==> src/design/assert_macros.svh <==
// ---------------------------------------------------------------------------
// Assertion macros
// Shared concurrent assertion forms, clocked on clk and disabled in reset.
// ---------------------------------------------------------------------------
`ifndef ASSERT_MACROS_SVH
`define ASSERT_MACROS_SVH

// Condition that must hold at every clock edge
`define ELV_ASSERT(lbl, cond) \
  lbl: assert property (@(posedge clk) disable iff (rst) (cond)) \
    else $error("elv: check failed");

// Antecedent at one edge implies consequent at the next edge
`define ELV_ASSERT_NEXT(lbl, ante, cons) \
  lbl: assert property (@(posedge clk) disable iff (rst) (ante) |=> (cons)) \
    else $error("elv: sequence check failed");

`endif

==> src/design/elv_pkg.sv <==
// ---------------------------------------------------------------------------
// elv_pkg
// Types, register names, microcode and tables for the look-at view matrix unit.
// ---------------------------------------------------------------------------
package elv_pkg;

  localparam int VW = 40;            // working register width
  localparam int MW = 34;            // multiplier operand width
  localparam int CW = 34;            // CORDIC datapath width
  localparam int LW = 33;            // vector length width
  localparam int QW = 31;            // normalized quotient width
  localparam int CORDIC_STEPS = 30;
  localparam int SQRT_STEPS = 32;

  localparam logic signed [CW-1:0] CORDIC_X0 = 34'sd652032874;
  localparam logic signed [MW-1:0] ONE30 = 34'sd1073741824;
  localparam logic [1:0] LAST_ROW = 2'd3;

  typedef logic signed [VW-1:0] val_t;

  // Working registers of the engine; R_ONE is the constant 1.0 in Q30
  typedef enum logic [4:0] {
    R_SP, R_CP, R_SY, R_CY, R_SR, R_CR,
    R_PX, R_PY, R_PZ, R_T,
    R_U0, R_U1, R_U2,
    R_F0, R_F1, R_F2,
    R_X0, R_X1, R_X2,
    R_Y0, R_Y1, R_Y2,
    R_D0, R_D1, R_D2,
    R_ONE
  } reg_id_t;

  localparam int NREG = 25;

  typedef enum logic [2:0] {
    OP_MUL, OP_MAC, OP_MSUB, OP_SQ0, OP_SQACC, OP_SQRT, OP_DIV, OP_DONE
  } op_t;

  typedef struct packed {
    op_t     op;
    reg_id_t dst;
    reg_id_t srca;
    reg_id_t srcb;
    logic    nega;
  } uop_t;

  // One queued camera update, angles already turned into the right half plane
  typedef struct packed {
    logic [2:0][31:0] pos;
    logic [2:0][31:0] turn;
    logic [2:0]       flip;
  } item_t;

  // Finished axes and dot sums handed to the row emitter
  typedef struct packed {
    val_t [2:0] ax;
    val_t [2:0] ay;
    val_t [2:0] fz;
    val_t [2:0] dot;
  } result_t;

  function automatic uop_t mk(op_t op, reg_id_t d, reg_id_t a, reg_id_t b, logic n);
    uop_t u;
    u.op = op;
    u.dst = d;
    u.srca = a;
    u.srcb = b;
    u.nega = n;
    return u;
  endfunction

  // Engine program
  function automatic uop_t ucode(input logic [5:0] pc);
    uop_t u;
    unique case (pc)
      // forward vector and up vector
      6'd0:  u = mk(OP_MUL,  R_F0, R_CP, R_SY, 1'b0);
      6'd1:  u = mk(OP_MUL,  R_F1, R_SP, R_ONE, 1'b1);
      6'd2:  u = mk(OP_MUL,  R_F2, R_CP, R_CY, 1'b0);
      6'd3:  u = mk(OP_MUL,  R_T,  R_CR, R_SP, 1'b0);
      6'd4:  u = mk(OP_MUL,  R_U0, R_SR, R_CY, 1'b1);
      6'd5:  u = mk(OP_MAC,  R_U0, R_T,  R_SY, 1'b0);
      6'd6:  u = mk(OP_MUL,  R_U1, R_CR, R_CP, 1'b0);
      6'd7:  u = mk(OP_MUL,  R_U2, R_SR, R_SY, 1'b0);
      6'd8:  u = mk(OP_MAC,  R_U2, R_T,  R_CY, 1'b0);
      // normalize z
      6'd9:  u = mk(OP_SQ0,   R_SP, R_F0, R_F0, 1'b0);
      6'd10: u = mk(OP_SQACC, R_SP, R_F1, R_F1, 1'b0);
      6'd11: u = mk(OP_SQACC, R_SP, R_F2, R_F2, 1'b0);
      6'd12: u = mk(OP_SQRT,  R_SP, R_SP, R_SP, 1'b0);
      6'd13: u = mk(OP_DIV,   R_F0, R_F0, R_SP, 1'b0);
      6'd14: u = mk(OP_DIV,   R_F1, R_F1, R_SP, 1'b0);
      6'd15: u = mk(OP_DIV,   R_F2, R_F2, R_SP, 1'b0);
      // x = up cross z
      6'd16: u = mk(OP_MUL,  R_X0, R_U1, R_F2, 1'b0);
      6'd17: u = mk(OP_MSUB, R_X0, R_U2, R_F1, 1'b0);
      6'd18: u = mk(OP_MUL,  R_X1, R_U2, R_F0, 1'b0);
      6'd19: u = mk(OP_MSUB, R_X1, R_U0, R_F2, 1'b0);
      6'd20: u = mk(OP_MUL,  R_X2, R_U0, R_F1, 1'b0);
      6'd21: u = mk(OP_MSUB, R_X2, R_U1, R_F0, 1'b0);
      // normalize x
      6'd22: u = mk(OP_SQ0,   R_SP, R_X0, R_X0, 1'b0);
      6'd23: u = mk(OP_SQACC, R_SP, R_X1, R_X1, 1'b0);
      6'd24: u = mk(OP_SQACC, R_SP, R_X2, R_X2, 1'b0);
      6'd25: u = mk(OP_SQRT,  R_SP, R_SP, R_SP, 1'b0);
      6'd26: u = mk(OP_DIV,   R_X0, R_X0, R_SP, 1'b0);
      6'd27: u = mk(OP_DIV,   R_X1, R_X1, R_SP, 1'b0);
      6'd28: u = mk(OP_DIV,   R_X2, R_X2, R_SP, 1'b0);
      // y = z cross x
      6'd29: u = mk(OP_MUL,  R_Y0, R_F1, R_X2, 1'b0);
      6'd30: u = mk(OP_MSUB, R_Y0, R_F2, R_X1, 1'b0);
      6'd31: u = mk(OP_MUL,  R_Y1, R_F2, R_X0, 1'b0);
      6'd32: u = mk(OP_MSUB, R_Y1, R_F0, R_X2, 1'b0);
      6'd33: u = mk(OP_MUL,  R_Y2, R_F0, R_X1, 1'b0);
      6'd34: u = mk(OP_MSUB, R_Y2, R_F1, R_X0, 1'b0);
      // dot products with the position
      6'd35: u = mk(OP_MUL,  R_D0, R_X0, R_PX, 1'b0);
      6'd36: u = mk(OP_MAC,  R_D0, R_X1, R_PY, 1'b0);
      6'd37: u = mk(OP_MAC,  R_D0, R_X2, R_PZ, 1'b0);
      6'd38: u = mk(OP_MUL,  R_D1, R_Y0, R_PX, 1'b0);
      6'd39: u = mk(OP_MAC,  R_D1, R_Y1, R_PY, 1'b0);
      6'd40: u = mk(OP_MAC,  R_D1, R_Y2, R_PZ, 1'b0);
      6'd41: u = mk(OP_MUL,  R_D2, R_F0, R_PX, 1'b0);
      6'd42: u = mk(OP_MAC,  R_D2, R_F1, R_PY, 1'b0);
      6'd43: u = mk(OP_MAC,  R_D2, R_F2, R_PZ, 1'b0);
      default: u = mk(OP_DONE, R_SP, R_SP, R_SP, 1'b0);
    endcase
    return u;
  endfunction

  // CORDIC arctangent table in 32-bit turn units
  function automatic logic [31:0] atan_turn(input logic [4:0] i);
    logic [31:0] a;
    unique case (i)
      5'd0:  a = 32'h20000000;
      5'd1:  a = 32'h12E4051E;
      5'd2:  a = 32'h09FB385B;
      5'd3:  a = 32'h051111D4;
      5'd4:  a = 32'h028B0D43;
      5'd5:  a = 32'h0145D7E1;
      5'd6:  a = 32'h00A2F61E;
      5'd7:  a = 32'h00517C55;
      5'd8:  a = 32'h0028BE53;
      5'd9:  a = 32'h00145F2F;
      5'd10: a = 32'h000A2F98;
      5'd11: a = 32'h000517CC;
      5'd12: a = 32'h00028BE6;
      5'd13: a = 32'h000145F3;
      5'd14: a = 32'h0000A2FA;
      5'd15: a = 32'h0000517D;
      5'd16: a = 32'h000028BE;
      5'd17: a = 32'h0000145F;
      5'd18: a = 32'h00000A30;
      5'd19: a = 32'h00000518;
      5'd20: a = 32'h0000028C;
      5'd21: a = 32'h00000146;
      5'd22: a = 32'h000000A3;
      5'd23: a = 32'h00000051;
      5'd24: a = 32'h00000029;
      5'd25: a = 32'h00000014;
      5'd26: a = 32'h0000000A;
      5'd27: a = 32'h00000005;
      5'd28: a = 32'h00000003;
      5'd29: a = 32'h00000001;
      default: a = 32'h00000000;
    endcase
    return a;
  endfunction

endpackage

==> src/design/elv_out.sv <==
// ---------------------------------------------------------------------------
// elv_out
// Row emitter: rounds and saturates a finished matrix into four row words.
// ---------------------------------------------------------------------------
module elv_out import elv_pkg::*; #(
  parameter int FRAC_BITS = 16
) (
  input  logic         clk,
  input  logic         rst,
  input  logic         res_valid,
  output logic         res_ready,
  input  result_t      res,
  output logic         m_tvalid,
  input  logic         m_tready,
  output logic [135:0] m_tdata,  // row_index, elem_0, elem_1, elem_2, elem_3
  output logic         m_tlast   // last_row
);

  localparam logic [31:0] ONE_Q = 32'd1 << FRAC_BITS;
  localparam val_t RND_Q = val_t'(1) <<< (29 - FRAC_BITS);

  logic [2:0][31:0] rows [4];
  logic             busy;
  logic [1:0]       row;
  logic [31:0]      elem3;

  function automatic logic [31:0] sat32(input val_t v);
    logic [31:0] r;
    if (v > val_t'(64'sd2147483647)) r = 32'h7FFFFFFF;
    else if (v < val_t'(-64'sd2147483648)) r = 32'h80000000;
    else r = v[31:0];
    return r;
  endfunction

  function automatic logic [31:0] to_q(input val_t v);
    val_t s;
    s = (v + RND_Q) >>> (30 - FRAC_BITS);
    return sat32(s);
  endfunction

  assign res_ready = !busy || (m_tready && row == LAST_ROW);
  assign m_tvalid = busy;
  assign m_tlast = (row == LAST_ROW);
  assign elem3 = (row == LAST_ROW) ? ONE_Q : 32'd0;
  assign m_tdata = {6'b0, elem3, rows[row][2], rows[row][1], rows[row][0], row};

  // row storage, filled with the converted matrix
  always_ff @(posedge clk) begin
    if (res_valid && res_ready) begin
      for (int i = 0; i < 3; i++) begin
        rows[i][0] <= to_q(res.ax[i]);
        rows[i][1] <= to_q(res.ay[i]);
        rows[i][2] <= to_q(res.fz[i]);
      end
      for (int k = 0; k < 3; k++) begin
        rows[3][k] <= sat32(-res.dot[k]);
      end
    end
  end

  // row counter
  always_ff @(posedge clk) begin
    if (rst) begin
      busy <= 1'b0;
      row <= 2'd0;
    end else begin
      if (m_tvalid && m_tready) begin
        row <= row + 2'd1;
        if (row == LAST_ROW) busy <= 1'b0;
      end
      if (res_valid && res_ready) begin
        busy <= 1'b1;
        row <= 2'd0;
      end
    end
  end

endmodule

==> config.mk <==
export PLATFORM = sky130hd
export DESIGN_NAME = elv_out
export DESIGN_NICKNAME = d
export VERILOG_FILES = /design/src/design/assert_macros.svh /design/src/design/elv_pkg.sv /design/src/design/elv_out.sv
export SDC_FILE = /design/constraint.sdc
export NUM_CORES = 1
export LEC_CHECK = 0
export BUFFER_PORTS_ARGS = -buffer_cell sky130_fd_sc_hd__clkbuf_2
export CAP_MARGIN = 10
export CORE_AREA = 5 5 238 240
export CTS_CLUSTER_SIZE = 30
export DETAILED_ROUTE_END_ITERATION = 6
export DIE_AREA = 0 0 243 245
export REMOVE_ABC_BUFFERS = 1
export SYNTH_ARGS = -nofsm -noshare
export SYNTH_HDL_FRONTEND = slang
export SYNTH_SLANG_ARGS = --single-unit
==> constraint.sdc <==
create_clock -name clk -period 26.3 [get_ports clk]
set_input_delay 3.945 -clock clk [delete_from_list [all_inputs] [get_ports clk]]
set_output_delay 3.945 -clock clk [all_outputs]
set_load 0.01 [all_outputs]
==> impl_metrics.py <==
metrics = {
    "logic_synthesis": {
        "yosysWarnings": 0,
        "avgSynthCellArea_um2": 12.1,
        "ys_ff_latch": 344,
        "synth_cell_types": 57,
        "async_flop_share": 0,
        "synth_edf_count": 339,
        "postSynthCellCount": 1638,
        "ys.flop_type": "edfxtp_1",
        "synth_area_mm2": 0.0198,
        "synth_area_leader_cell": "edfxtp_1",
        "yosysSeqAreaShare": 0.520,
        "synth_top_area_frac": 0.515,
        "netlist_top_cells_area": "edfxtp_1 51%, xnor2_1 9.4%, mux4_2 8.9%",
    },
    "critical_path": {
        "worstReg2RegStart": "row[0]",
        "worstPathArrival_ns": 4.44,
        "r2r_end": "rows[1][8]",
        "required_ns": 22.35,
        "path_max_fanout": 2,
        "slowest_delay_ns": 0.16,
        "cp.depth": 5,
        "startpoint_type": "input pin",
        "endpoint_kind": "output pin",
        "regToRegSetupSlack_ns": 22.57,
        "reg2reg_depth": 7,
        "path_buf_inv": 3,
        "crit_path_top_delay_cell": "and2_1",
        "cpMostUsedCell": "clkbuf_2",
        "critPathTopFamily": "buffers and inverters",
        "worstPathCellList": "clkbuf_2 > nand2_1 > and2_1 > inv_1 > clkbuf_2",
        "worstSetupPathType": "in2out",
    },
    "timing": {
        "clock_skew_ns": 0.0120,
        "hold_violations": 0,
        "rsz0062_at_grt": "false",
        "relSlewSlack": 0.193,
        "setup_viol": 0,
        "hold_slack_ns": 0.573,
        "slew_violations": 0,
        "timing.fmax_mhz": 119,
        "worst_slew_pin_slew_ns": 1.21,
        "setup_ws_ns": 17.91,
        "post-route-min-period_ns": 8.39,
        "fin_tns_setup_ns": 0,
        "fin_crit_sh": 0.319,
    },
    "power_and_ir_drop": {
        "irDropWorstVdd_mv": 0.0443,
        "p_per_area_mw_per_mm2": 56.8,
        "power_leakage_nw": 8.87,
        "power_mw": 1.36,
    },
    "clock_tree": {
        "hold_buffers": 0,
        "cts_setup_buffers": 0,
        "clk_path_buf_depth": 3,
        "cts_root_buffer": "clkbuf_16",
        "worst_skew_pair.late_latency_ns": 0.55,
        "clock_sinks": 344,
        "cts_resized": 0,
        "clk_pin_slew_ns": 0.05,
        "ctsHtreeMaxLevel": 2,
        "cts_tree": "yes",
        "numCtsBuffers": 42,
    },
    "finish": {
        "final_common_cell": "clkbuf_2",
        "fill_cells": 5130,
        "drive_above_1_share": 0.303,
        "layout.nets": 2596,
        "multi_input_area_mm2": 0.00901,
        "syn2layout_area_growth_pct": 21.3,
        "layout_common_cells": "468 x clkbuf_2, 339 x edfxtp_1, 212 x xnor2_1, 146 x nand2_1, 110 x xor2_1",
        "stdcell_area_mm2": 0.0240,
        "instances_no_fill": 2841,
        "seq_area_mm2": 0.0103,
        "utilization": 0.441,
    },
    "route": {
        "drtAntennaViolNets": 0,
        "routed_via_density": 5.23,
        "drcViolationCount": 0,
        "wl_per_cell_um": 21.4,
        "num_vias": 14900,
        "drt_wl_total_mm": 60.9,
        "dr.pass1.iters": 5,
        "first_iter_violations": 941,
    },
    "global_route": {
        "grt_first_pass_wirelength_mm": 90.6,
        "grt_pass1_vias": 14800,
        "track_usage": 0.197,
        "antenna_found_initial": 15,
        "grt_max_degree": 84,
        "grt-ovfl-total": 0,
    },
    "placement": {
        "portBuffers": 468,
        "pre_cts_ws_ns": 17.91,
        "dp_hpwl_mm": 48.3,
        "dpl_cell_area_mm2": 0.0227,
        "gp_congestion": 0.926,
        "dpl.cell_count": 2759,
    },
    "worst_hold_path": {
        "holdPathStages": 2,
        "min_from": "row[1]",
        "hp-class": "reg2reg",
    },
    "floorplanning": {
        "dieWidth_um": 243,
        "die_h_um": 245,
        "die-area_mm2": 0.0595,
        "ios": 623,
        "core-area_mm2": 0.0544,
        "start_util": 0.363,
        "num_rows": 86,
    },
    "flow_run": {
        "drv_cap": 0,
    },
    "run_status": {
        "status": "finished clean",
    },
}
[where the power goes]
group	leakage [nW]	switching (mW)	internal [mW]	total, mW
registers	3.26	0.0121	0.643	0.655
clock network	0.608	0.226	0.313	0.539
logic	5.00	0.0973	0.0710	0.168
[worst register-to-register path: cells and delay by family (launching register included)]
family | cells | cell delay (ns)
buf+inv | 3 | 1.91
simple gates | 3 | 0.68
flops | 1 | 0.40
fa+ha+maj | 1 | 0.24
[sequential cells by signal (all words and copies together) (netlist names), named ones only]
name / flops
rows: 339
row: 2
m_tvalid: 1
[cell type report]
type | instances | share of cell area
Clock buffer | 58 | 0.0476
Multi-Input combinational cell | 1203 | 0.376
Clock inverter | 17 | 0.00475
Sequential cell | 344 | 0.429
Antenna cell | 7 | 0.000730
Tap cell | 704 | 0.0367
Timing Repair Buffer | 480 | 0.101
Inverter | 28 | 0.00438
[per-layer routing]
metal | vias to the layer above | global-route usage | wire (µm)
li1 | 6997 | - | -
met1 | 7284 | 0.254 | 25200
met2 | 479 | 0.335 | 29800
met3 | 91 | 0.0515 | 4320
met4 | 14 | 0.0507 | 1460
met5 | - | 0 | 107
[how the worst max path moves through the flow]
| stage | start | endpoint | slack [ns] |
|---|---|---|---|
| after floorplan | m_tready | rows[0][0] | 13.55 |
| after detailed placement | m_tready | res_ready | 17.91 |
| final | m_tready | res_ready | 17.91 |
| after global placement | m_tready | res_ready | 17.93 |
| after CTS | m_tready | res_ready | 17.91 |
| after global routing | m_tready | res_ready | 17.87 |
[cell families (layout without fill, tap and decap cells)]
group,Yosys count,in the layout,share of synthesized area
AOI/OAI and AO/OA,148,148,0.0482
xor gates and xnor gates,322,322,0.143
adders and majority gates,13,13,0.00822
buffers and inverters,127,583,0.0326
DFF,344,344,0.520
muxes,85,85,0.0925
other,1,44,0.000190
and+or+nand+nor,598,598,0.156
[synthesized netlist by cell type, types with 21 or more instances]
library cell / instances
clkbuf_1: 43
nor4_1: 35
nand3_1: 91
nand4_1: 45
mux4_2: 78
inv_1: 28
and4_1: 21
a21oi_1: 51
buf_4: 38
nor3_1: 44
edfxtp_1: 339
a21o_1: 28
o21ai_0: 32
xor2_1: 110
and3_1: 42
nand2_1: 146
nor2_1: 91
xnor2_1: 212
Power figures use the tool's default switching activity.
