[src/design/assert_macros.svh]
// ---------------------------------------------------------------------------
// Assertion macros
// Shared concurrent assertion forms, clocked on clk and disabled in reset.
// ---------------------------------------------------------------------------
`ifndef ASSERT_MACROS_SVH
`define ASSERT_MACROS_SVH

// Condition that must hold at every clock edge
`define ELV_ASSERT(lbl, cond) \
  lbl: assert property (@(posedge clk) disable iff (rst) (cond)) \
    else $error("elv: check failed");

// Antecedent at one edge implies consequent at the next edge
`define ELV_ASSERT_NEXT(lbl, ante, cons) \
  lbl: assert property (@(posedge clk) disable iff (rst) (ante) |=> (cons)) \
    else $error("elv: sequence check failed");

`endif

[src/design/elv_pkg.sv]
// ---------------------------------------------------------------------------
// elv_pkg
// Types, register names, microcode and tables for the look-at view matrix unit.
// ---------------------------------------------------------------------------
package elv_pkg;

  localparam int VW = 40;            // working register width
  localparam int MW = 34;            // multiplier operand width
  localparam int CW = 34;            // CORDIC datapath width
  localparam int LW = 33;            // vector length width
  localparam int QW = 31;            // normalized quotient width
  localparam int CORDIC_STEPS = 30;
  localparam int SQRT_STEPS = 32;

  localparam logic signed [CW-1:0] CORDIC_X0 = 34'sd652032874;
  localparam logic signed [MW-1:0] ONE30 = 34'sd1073741824;
  localparam logic [1:0] LAST_ROW = 2'd3;

  typedef logic signed [VW-1:0] val_t;

  // Working registers of the engine; R_ONE is the constant 1.0 in Q30
  typedef enum logic [4:0] {
    R_SP, R_CP, R_SY, R_CY, R_SR, R_CR,
    R_PX, R_PY, R_PZ, R_T,
    R_U0, R_U1, R_U2,
    R_F0, R_F1, R_F2,
    R_X0, R_X1, R_X2,
    R_Y0, R_Y1, R_Y2,
    R_D0, R_D1, R_D2,
    R_ONE
  } reg_id_t;

  localparam int NREG = 25;

  typedef enum logic [2:0] {
    OP_MUL, OP_MAC, OP_MSUB, OP_SQ0, OP_SQACC, OP_SQRT, OP_DIV, OP_DONE
  } op_t;

  typedef struct packed {
    op_t     op;
    reg_id_t dst;
    reg_id_t srca;
    reg_id_t srcb;
    logic    nega;
  } uop_t;

  // One queued camera update, angles already turned into the right half plane
  typedef struct packed {
    logic [2:0][31:0] pos;
    logic [2:0][31:0] turn;
    logic [2:0]       flip;
  } item_t;

  // Finished axes and dot sums handed to the row emitter
  typedef struct packed {
    val_t [2:0] ax;
    val_t [2:0] ay;
    val_t [2:0] fz;
    val_t [2:0] dot;
  } result_t;

  function automatic uop_t mk(op_t op, reg_id_t d, reg_id_t a, reg_id_t b, logic n);
    uop_t u;
    u.op = op;
    u.dst = d;
    u.srca = a;
    u.srcb = b;
    u.nega = n;
    return u;
  endfunction

  // Engine program
  function automatic uop_t ucode(input logic [5:0] pc);
    uop_t u;
    unique case (pc)
      // forward vector and up vector
      6'd0:  u = mk(OP_MUL,  R_F0, R_CP, R_SY, 1'b0);
      6'd1:  u = mk(OP_MUL,  R_F1, R_SP, R_ONE, 1'b1);
      6'd2:  u = mk(OP_MUL,  R_F2, R_CP, R_CY, 1'b0);
      6'd3:  u = mk(OP_MUL,  R_T,  R_CR, R_SP, 1'b0);
      6'd4:  u = mk(OP_MUL,  R_U0, R_SR, R_CY, 1'b1);
      6'd5:  u = mk(OP_MAC,  R_U0, R_T,  R_SY, 1'b0);
      6'd6:  u = mk(OP_MUL,  R_U1, R_CR, R_CP, 1'b0);
      6'd7:  u = mk(OP_MUL,  R_U2, R_SR, R_SY, 1'b0);
      6'd8:  u = mk(OP_MAC,  R_U2, R_T,  R_CY, 1'b0);
      // normalize z
      6'd9:  u = mk(OP_SQ0,   R_SP, R_F0, R_F0, 1'b0);
      6'd10: u = mk(OP_SQACC, R_SP, R_F1, R_F1, 1'b0);
      6'd11: u = mk(OP_SQACC, R_SP, R_F2, R_F2, 1'b0);
      6'd12: u = mk(OP_SQRT,  R_SP, R_SP, R_SP, 1'b0);
      6'd13: u = mk(OP_DIV,   R_F0, R_F0, R_SP, 1'b0);
      6'd14: u = mk(OP_DIV,   R_F1, R_F1, R_SP, 1'b0);
      6'd15: u = mk(OP_DIV,   R_F2, R_F2, R_SP, 1'b0);
      // x = up cross z
      6'd16: u = mk(OP_MUL,  R_X0, R_U1, R_F2, 1'b0);
      6'd17: u = mk(OP_MSUB, R_X0, R_U2, R_F1, 1'b0);
      6'd18: u = mk(OP_MUL,  R_X1, R_U2, R_F0, 1'b0);
      6'd19: u = mk(OP_MSUB, R_X1, R_U0, R_F2, 1'b0);
      6'd20: u = mk(OP_MUL,  R_X2, R_U0, R_F1, 1'b0);
      6'd21: u = mk(OP_MSUB, R_X2, R_U1, R_F0, 1'b0);
      // normalize x
      6'd22: u = mk(OP_SQ0,   R_SP, R_X0, R_X0, 1'b0);
      6'd23: u = mk(OP_SQACC, R_SP, R_X1, R_X1, 1'b0);
      6'd24: u = mk(OP_SQACC, R_SP, R_X2, R_X2, 1'b0);
      6'd25: u = mk(OP_SQRT,  R_SP, R_SP, R_SP, 1'b0);
      6'd26: u = mk(OP_DIV,   R_X0, R_X0, R_SP, 1'b0);
      6'd27: u = mk(OP_DIV,   R_X1, R_X1, R_SP, 1'b0);
      6'd28: u = mk(OP_DIV,   R_X2, R_X2, R_SP, 1'b0);
      // y = z cross x
      6'd29: u = mk(OP_MUL,  R_Y0, R_F1, R_X2, 1'b0);
      6'd30: u = mk(OP_MSUB, R_Y0, R_F2, R_X1, 1'b0);
      6'd31: u = mk(OP_MUL,  R_Y1, R_F2, R_X0, 1'b0);
      6'd32: u = mk(OP_MSUB, R_Y1, R_F0, R_X2, 1'b0);
      6'd33: u = mk(OP_MUL,  R_Y2, R_F0, R_X1, 1'b0);
      6'd34: u = mk(OP_MSUB, R_Y2, R_F1, R_X0, 1'b0);
      // dot products with the position
      6'd35: u = mk(OP_MUL,  R_D0, R_X0, R_PX, 1'b0);
      6'd36: u = mk(OP_MAC,  R_D0, R_X1, R_PY, 1'b0);
      6'd37: u = mk(OP_MAC,  R_D0, R_X2, R_PZ, 1'b0);
      6'd38: u = mk(OP_MUL,  R_D1, R_Y0, R_PX, 1'b0);
      6'd39: u = mk(OP_MAC,  R_D1, R_Y1, R_PY, 1'b0);
      6'd40: u = mk(OP_MAC,  R_D1, R_Y2, R_PZ, 1'b0);
      6'd41: u = mk(OP_MUL,  R_D2, R_F0, R_PX, 1'b0);
      6'd42: u = mk(OP_MAC,  R_D2, R_F1, R_PY, 1'b0);
      6'd43: u = mk(OP_MAC,  R_D2, R_F2, R_PZ, 1'b0);
      default: u = mk(OP_DONE, R_SP, R_SP, R_SP, 1'b0);
    endcase
    return u;
  endfunction

  // CORDIC arctangent table in 32-bit turn units
  function automatic logic [31:0] atan_turn(input logic [4:0] i);
    logic [31:0] a;
    unique case (i)
      5'd0:  a = 32'h20000000;
      5'd1:  a = 32'h12E4051E;
      5'd2:  a = 32'h09FB385B;
      5'd3:  a = 32'h051111D4;
      5'd4:  a = 32'h028B0D43;
      5'd5:  a = 32'h0145D7E1;
      5'd6:  a = 32'h00A2F61E;
      5'd7:  a = 32'h00517C55;
      5'd8:  a = 32'h0028BE53;
      5'd9:  a = 32'h00145F2F;
      5'd10: a = 32'h000A2F98;
      5'd11: a = 32'h000517CC;
      5'd12: a = 32'h00028BE6;
      5'd13: a = 32'h000145F3;
      5'd14: a = 32'h0000A2FA;
      5'd15: a = 32'h0000517D;
      5'd16: a = 32'h000028BE;
      5'd17: a = 32'h0000145F;
      5'd18: a = 32'h00000A30;
      5'd19: a = 32'h00000518;
      5'd20: a = 32'h0000028C;
      5'd21: a = 32'h00000146;
      5'd22: a = 32'h000000A3;
      5'd23: a = 32'h00000051;
      5'd24: a = 32'h00000029;
      5'd25: a = 32'h00000014;
      5'd26: a = 32'h0000000A;
      5'd27: a = 32'h00000005;
      5'd28: a = 32'h00000003;
      5'd29: a = 32'h00000001;
      default: a = 32'h00000000;
    endcase
    return a;
  endfunction

endpackage

[src/design/elv_queue.sv]
// ---------------------------------------------------------------------------
// elv_queue
// Two-entry queue between the input side and the engine.
// ---------------------------------------------------------------------------
module elv_queue import elv_pkg::*; (
  input  logic  clk,
  input  logic  rst,
  input  logic  push,
  input  item_t push_item,
  input  logic  pop,
  output logic  full,
  output logic  valid,
  output item_t head
);

  item_t       mem [2];
  logic        wp;
  logic        rp;
  logic [1:0]  cnt;

  assign full = (cnt == 2'd2);
  assign valid = (cnt != 2'd0);
  assign head = mem[rp];

  // storage
  always_ff @(posedge clk) begin
    if (push) begin
      mem[wp] <= push_item;
    end
  end

  // pointers and fill count
  always_ff @(posedge clk) begin
    if (rst) begin
      wp <= 1'b0;
      rp <= 1'b0;
      cnt <= 2'd0;
    end else begin
      if (push) wp <= !wp;
      if (pop) rp <= !rp;
      if (push && !pop) cnt <= cnt + 2'd1;
      else if (pop && !push) cnt <= cnt - 2'd1;
    end
  end

endmodule

[config.mk]
export PLATFORM = sky130hd
export DESIGN_NAME = elv_queue
export DESIGN_NICKNAME = d
export VERILOG_FILES = /design/src/design/assert_macros.svh /design/src/design/elv_pkg.sv /design/src/design/elv_queue.sv
export SDC_FILE = /design/constraint.sdc
export NUM_CORES = 1
export LEC_CHECK = 0
export BUFFER_PORTS_ARGS = -buffer_cell sky130_fd_sc_hd__buf_2
export CORE_MARGIN = 5
export CORE_UTILIZATION = 45
export DETAILED_ROUTE_END_ITERATION = 6
export GPL_ROUTABILITY_DRIVEN = 0
export GPL_TIMING_DRIVEN = 1
export HOLD_SLACK_MARGIN = 0.05
export PLACE_DENSITY = 0.67
export SLEW_MARGIN = 0
export SYNTH_ARGS = -nofsm -noshare
export SYNTH_HDL_FRONTEND = slang
export SYNTH_SLANG_ARGS = --single-unit
[constraint.sdc]
create_clock -name clk -period 32.5 [get_ports clk]
set_clock_uncertainty 0.2 [all_clocks]
set_input_delay 6.5 -clock clk [delete_from_list [all_inputs] [get_ports clk]]
set_output_delay 6.5 -clock clk [all_outputs]
set_load 0.01 [all_outputs]
==> impl_metrics.yaml, run 1 <==
logic_synthesis:
  yosys_warnings: 0
  ys_seq_elements: 395
  synth_common_cells: "390 x edfxtp_1, 150 x mux2_4, 45 x mux2_2, 18 x buf_6, 5 x dfxtp_1"
  synth.most_common_cell: "edfxtp_1"
  synthesis.area_um2: 14900
  syn_inst: 629
  synth-main-ff-cell: "edfxtp_1"
  syn_avg_cell_area_um2: 23.7
  ys_top_cells_by_area: "edfxtp_1 79%, mux2_4 15%, mux2_2 3.4%"
  yosysSeqAreaShare: 0.793
  synth-edff-count: 390
  syn_nets: 829
  yosysTopAreaCellShare: 0.786
  yosysTopAreaCell: "edfxtp_1"
  synth.distinct_cells: 17
  async_reset_ff_frac: 0
pwr:
  leakagePower_uw: 0.00726
  peakVddDrop_v: 0.0000367
  p_per_area_nw_per_um2: 63.4
sta:
  tns_ps: 0
  fin_crit_ps: 10420
  rsz0062_at_grt: "no"
  period_share: 0.321
  slew_viol_final: 0
  timing_hold_violations_final: 0
  worst_slew_pin_slew_ps: 1090
  max_freq_ghz: 0.0960
  relSlewSlack: 0.271
  setup_viol: 0
job:
  maxCapViolCount: 0
clock_tree:
  cts.clk_slew.worst_paths_ps: 50
  cts_resized: 0
  cts_buffer_depth: 3
  cts_root_buf: "clkbuf_16"
  cts.htree.levels: 2
  clkSinkCount: 395
  insertion_delay_ps: 510
  numCtsBuffers: 41
  tritoncts: "done"
  postCtsSetupRepairBufs: 0
  cts_hold_buf: 0
routing:
  dr_wl_met3_um: 3050
  met1_length_um: 11800
  met2_length_um: 15200
  via_count: 7302
  ant_nets: 0
  firstDrtPassIters: 4
  drc: 0
  finalWirelength_um: 30800
  avgViaCountPerCell: 4.77
  wl_per_cell_um: 20.1
  top_layer_used: "met5"
  first_iter_violations: 382
floorplanning:
  coreArea_um2: 32600
  pin_count: 396
  initial_core_util: 0.457
  die_x_um: 192
  die_area_um2: 36900
  row_count: 66
  die_h_um: 192
worst_setup_path:
  critPathMaxFanout: 59
  path_cells: "buf_4 -> buf_4 -> mux2_2 -> buf_2"
  worst-setup-path-type: "reg2out"
  startpoint_type: "register"
  endpoint_kind: "output pin"
  cp.required_ps: 25800
  cpMaxStageDelayCell: "buf_4"
  crit_arrival_ps: 3720
  worst_path_most_repeated_cell: "buf_4"
  crit_path_max_incr_delay_ps: 960
global_routing:
  overflow: 0
  antenna_found_initial: 8
  grt_max_degree: 79
  track_usage: 0.159
  grt_pass1_wl_um: 44600
  grt_pass1_vias: 7681
place:
  numPortBuffers: 395
  hpwl_um: 21000
final_layout:
  area_delta_synth_final_pct: 24.6
  drive_gt1_frac: 0.603
  multi_input_area_um2: 2870
  fin_nets: 1253
  final_util: 0.569
  fillCellCount: 2524
  seq_area_um2: 11800
run_status:
  status: "complete, no violations"
hold_path:
  hold_path.class: "reg2reg"
[logic make-up after synthesis]
kind of cell    synth area share
simple gates             0.00311
xor+xnor                 0.00235
buf+inv                   0.0152
flops                      0.793
compound gates          0.000671
mux                        0.185
fa+ha+maj               0.000840
[critical path: cells and delay by family (launching register included)]
| family | cells | cell delay, ps |
|---|---|---|
| muxes | 1 | 420 |
| DFF | 1 | 840 |
| buffers and inverters | 3 | 1850 |
[path summary, 6_finish.rpt]
check | slack (ps) | startpoint | cells after the start | endpoint
worst max-delay path | 22080 | register | 4 | head[24]
worst min-delay path | 310 | cnt[1] | 2 | cnt[1]
worst max register to register | 29860 | wp | 2 | mem[1][172]
worst min register to register | 310 | cnt[1] | 2 | cnt[1]
[cell type report]
cell class | count | area share
diodes | 6 | 0.000809
repair buffers | 403 | 0.110
well taps | 442 | 0.0298
clock buffers | 50 | 0.0594
flip-flops and latches | 395 | 0.636
inverters | 1 | 0.000202
clock inverters | 24 | 0.00903
multi-input cells | 211 | 0.155
[layout by cell type (no fill, tap or decap)]
cell type | Yosys | layout
buf_2 | 4 | 395
edfxtp_1 | 390 | 390
mux2_4 | 150 | 150
mux2_2 | 45 | 45
clkbuf_16 | 0 | 43
clkinv_1 | 0 | 15
buf_4 | 0 | 8
clkbuf_1 | 0 | 7
diode_2 | 0 | 6
nor2_1 | 4 | 4
dfxtp_1 | 5 | 4
xor2_1 | 2 | 2
xnor2_1 | 2 | 2
clkinv_2 | 0 | 2
clkinvlp_4 | 0 | 2
bufinv_16 | 0 | 2
clkinv_4 | 0 | 2
or2_2 | 1 | 1
and2_4 | 0 | 1
inv_1 | 1 | 1
nor2b_1 | 2 | 1
nor2b_4 | 0 | 1
o21ai_0 | 1 | 1
or3_1 | 1 | 1
a21oi_1 | 1 | 1
ha_1 | 1 | 1
dfxtp_4 | 0 | 1
inv_6 | 0 | 1
[state kept, by name, summed over array words and instances (netlist names), named ones only]
name	flops
mem	390
rp	1
cnt	2
wp	1
[report_power, final]
group / leakage [uW] / internal (uW) / switching [uW]
clock network: 0.000611 / 257 / 180
logic: 0.00295 / 67.5 / 67.7
registers: 0.00370 / 596 / 9.73
total: 0.00726 / 920 / 258
[metrics by stage]
step / setup slack (ps) / cells / instance area (um2) / hold WS (ps) / total power, uW
finish: 22080 / 1532 / 18600 / 307 / 1180
detailed placement: 22550 / 1452 / 17300 / 292 / 754
CTS: 21990 / 1526 / 18600 / 300 / 1190
global route: 21890 / 1528 / 18600 / 327 / 1230
floorplan: 16610 / 629 / 14900 / 256 / 705
global placement: 22570 / 1452 / 17300 / 281 / 751
[per-layer routing]
layer,vias up,GRT usage
met4,8,0.0492
met3,47,0.0551
li1,3361,-
met5,-,0
met1,3606,0.195
met2,280,0.266
(Power assumes the default switching activity.)
==> run 2, diff against run 1 <==
Settings changed: ABC_AREA from default to 1.
Clock period 32.5 ns to 10.8 ns, I/O delays scaled along.
==> impl_metrics.yaml, run 2 <==
logic_synthesis:
  synth-simple-area-share: 0.00411
  async_reset_ff_frac: 0
  ys_seq_elements: 395
  yosys.area_share.adder: 0.000839
  syn_nets: 840
  syn_inst: 640
  synth-xor-area-share: 0.000587
  synthesis.area_um2: 14900
  ys_top_cells_by_area: "edfxtp_1 78%, mux2_4 15%, mux2_2 3.4%"
  synth.distinct_cells: 16
  synth-main-ff-cell: "edfxtp_1"
  yosysTopAreaCellShare: 0.785
  synth-compound-area-share: 0.000671
  synth-edff-count: 390
  synth_mux_area_frac: 0.185
  syn_avg_cell_area_um2: 23.3
  synth_top_family_by_area: "multiplexers"
  yosysTopAreaCell: "edfxtp_1"
  synth_common_cells: "390 x edfxtp_1, 150 x mux2_4, 45 x mux2_2, 18 x buf_6, 9 x inv_1"
  synth.most_common_cell: "edfxtp_1"
  yosys_warnings: 0
  yosysSeqAreaShare: 0.792
place:
  hpwl_um: 21400
  place_area_um2: 17300
  numPortBuffers: 395
sta:
  tns_ps: 0
  slew_viol_final: 0
  setup_viol: 0
  timing_hold_violations_final: 0
  max_freq_ghz: 0.169
  fin_crit_ps: 5930
  worst_slew_pin_slew_ps: 1030
  rsz0062_at_grt: "no"
  relSlewSlack: 0.312
  period_share: 0.549
worst_setup_path:
  cp_num_buf_inv: 3
  startpoint_type: "register"
  path_cells: "buf_4 -> buf_4 -> mux2_2 -> buf_2"
  cpMaxStageDelayCell: "dfxtp_4"
  crit_arrival_ps: 3570
  cp.required_ps: 8440
  reg2reg_slack_ps: 7500
  endpoint_kind: "output pin"
  critPathMaxFanout: 58
  crit_path_max_incr_delay_ps: 960
  critical-path-top-delay-family: "buffers and inverters"
  worst-setup-path-type: "reg2out"
  worst_path_most_repeated_cell: "buf_4"
routing:
  first_iter_violations: 325
  firstDrtPassIters: 4
  drc: 0
  avgViaCountPerCell: 4.74
  wl_per_cell_um: 20.0
  via_count: 7325
  finalWirelength_um: 30900
  ant_nets: 0
clock_tree:
  insertion_delay_ps: 510
  cts_buffer_depth: 3
  numCtsBuffers: 41
  cts_hold_buf: 0
  cts.clk_slew.worst_paths_ps: 60
  cts.htree.levels: 2
  clkSinkCount: 395
  tritoncts: "done"
  cts_root_buf: "clkbuf_16"
  cts_resized: 0
  postCtsSetupRepairBufs: 0
floorplanning:
  coreArea_um2: 32600
  pin_count: 396
  row_count: 66
  die_area_um2: 36900
  initial_core_util: 0.457
  die_x_um: 192
  die_h_um: 192
global_routing:
  grt_pass1_wl_um: 44900
  overflow: 0
  grt_pass1_vias: 7917
  antenna_found_initial: 9
  grt_max_degree: 127
  track_usage: 0.159
hold_path:
  hold_path.class: "reg2reg"
pwr:
  p_per_area_nw_per_um2: 190
  leakagePower_uw: 0.00732
  power_uw: 3550
  peakVddDrop_v: 0.000142
final_layout:
  final_common_cell: "buf_2"
  fin_area_um2: 18600
  fillCellCount: 2506
  area_delta_synth_final_pct: 24.9
  drive_gt1_frac: 0.600
  largest_register: "mem"
  fin_nets: 1263
  largest_reg_flops: 390
  final_cell_mix: "395 x buf_2, 390 x edfxtp_1, 150 x mux2_4"
  reg.largest.list: "mem x390, cnt x2"
run_status:
  status: "complete, no violations"
job:
  maxCapViolCount: 0
run 2: changes by cell type after synthesis, sizes merged, moves of 2 or more:
cell	before	now
nor2	4	6
inv	1	9
xor2	2	0
nand2	0	6
nor2b	2	0
run 2: power breakdown:
group	switching, uW	internal (uW)
Sequential	31.9	1780
Combinational	183	192
Clock	541	820
run 2: kinds of logic (layout without fill, tap and decap cells):
logic type                 count (synthesis)  in the layout
other                                      0             10
adders and majority gates                  1              1
buffers and inverters                     31            484
xor gates and xnor gates                   1              1
DFF                                      395            395
AOI/OAI and AO/OA                          2              2
muxes                                    195            195
and+or+nand+nor                           15             15
run 2: tightest hold or removal path: stages (launching register included):
cell and delay (ps):
dfxtp_1 320, xnor2_1 80, nor2_1 80
run 2: layout make-up:
class | instances | area, um2 | area share
Antenna cell | 10 | 25.0 | 0.00134
Clock buffer | 50 | 1100 | 0.0591
Clock inverter | 23 | 213 | 0.0114
Inverter | 9 | 41.3 | 0.00222
Multi-Input combinational cell | 214 | 2860 | 0.153
Sequential cell | 395 | 11800 | 0.634
Tap cell | 442 | 553 | 0.0297
Timing Repair Buffer | 402 | 2030 | 0.109
run 2: through the flow:
stage	std cells	setup WS [ps]	hold slack, ps	util
after floorplan	640	2900	280	-
after global placement	1462	5320	296	0.530
after detailed placement	1462	5340	306	0.530
after CTS	1535	4770	322	0.571
after global routing	1545	4650	369	0.571
final	1545	4870	318	0.571
run 2: path summary, 6_finish.rpt:
kind	from	to	cells after the start
min reg2reg	rp	rp	2
min	rp	rp	2
max reg2reg	wp	mem[0][63]	3
max	register	head[30]	4
run 2: per-layer routing:
metal	GRT usage	vias to the layer above	wire [um]	part of all wire
li1	-	3390	-	-
met1	0.179	3624	11100	0.36
met2	0.286	259	16700	0.54
met3	0.0456	52	2380	0.077
met4	0.0595	0	741	0.024
met5	0	-	0	0
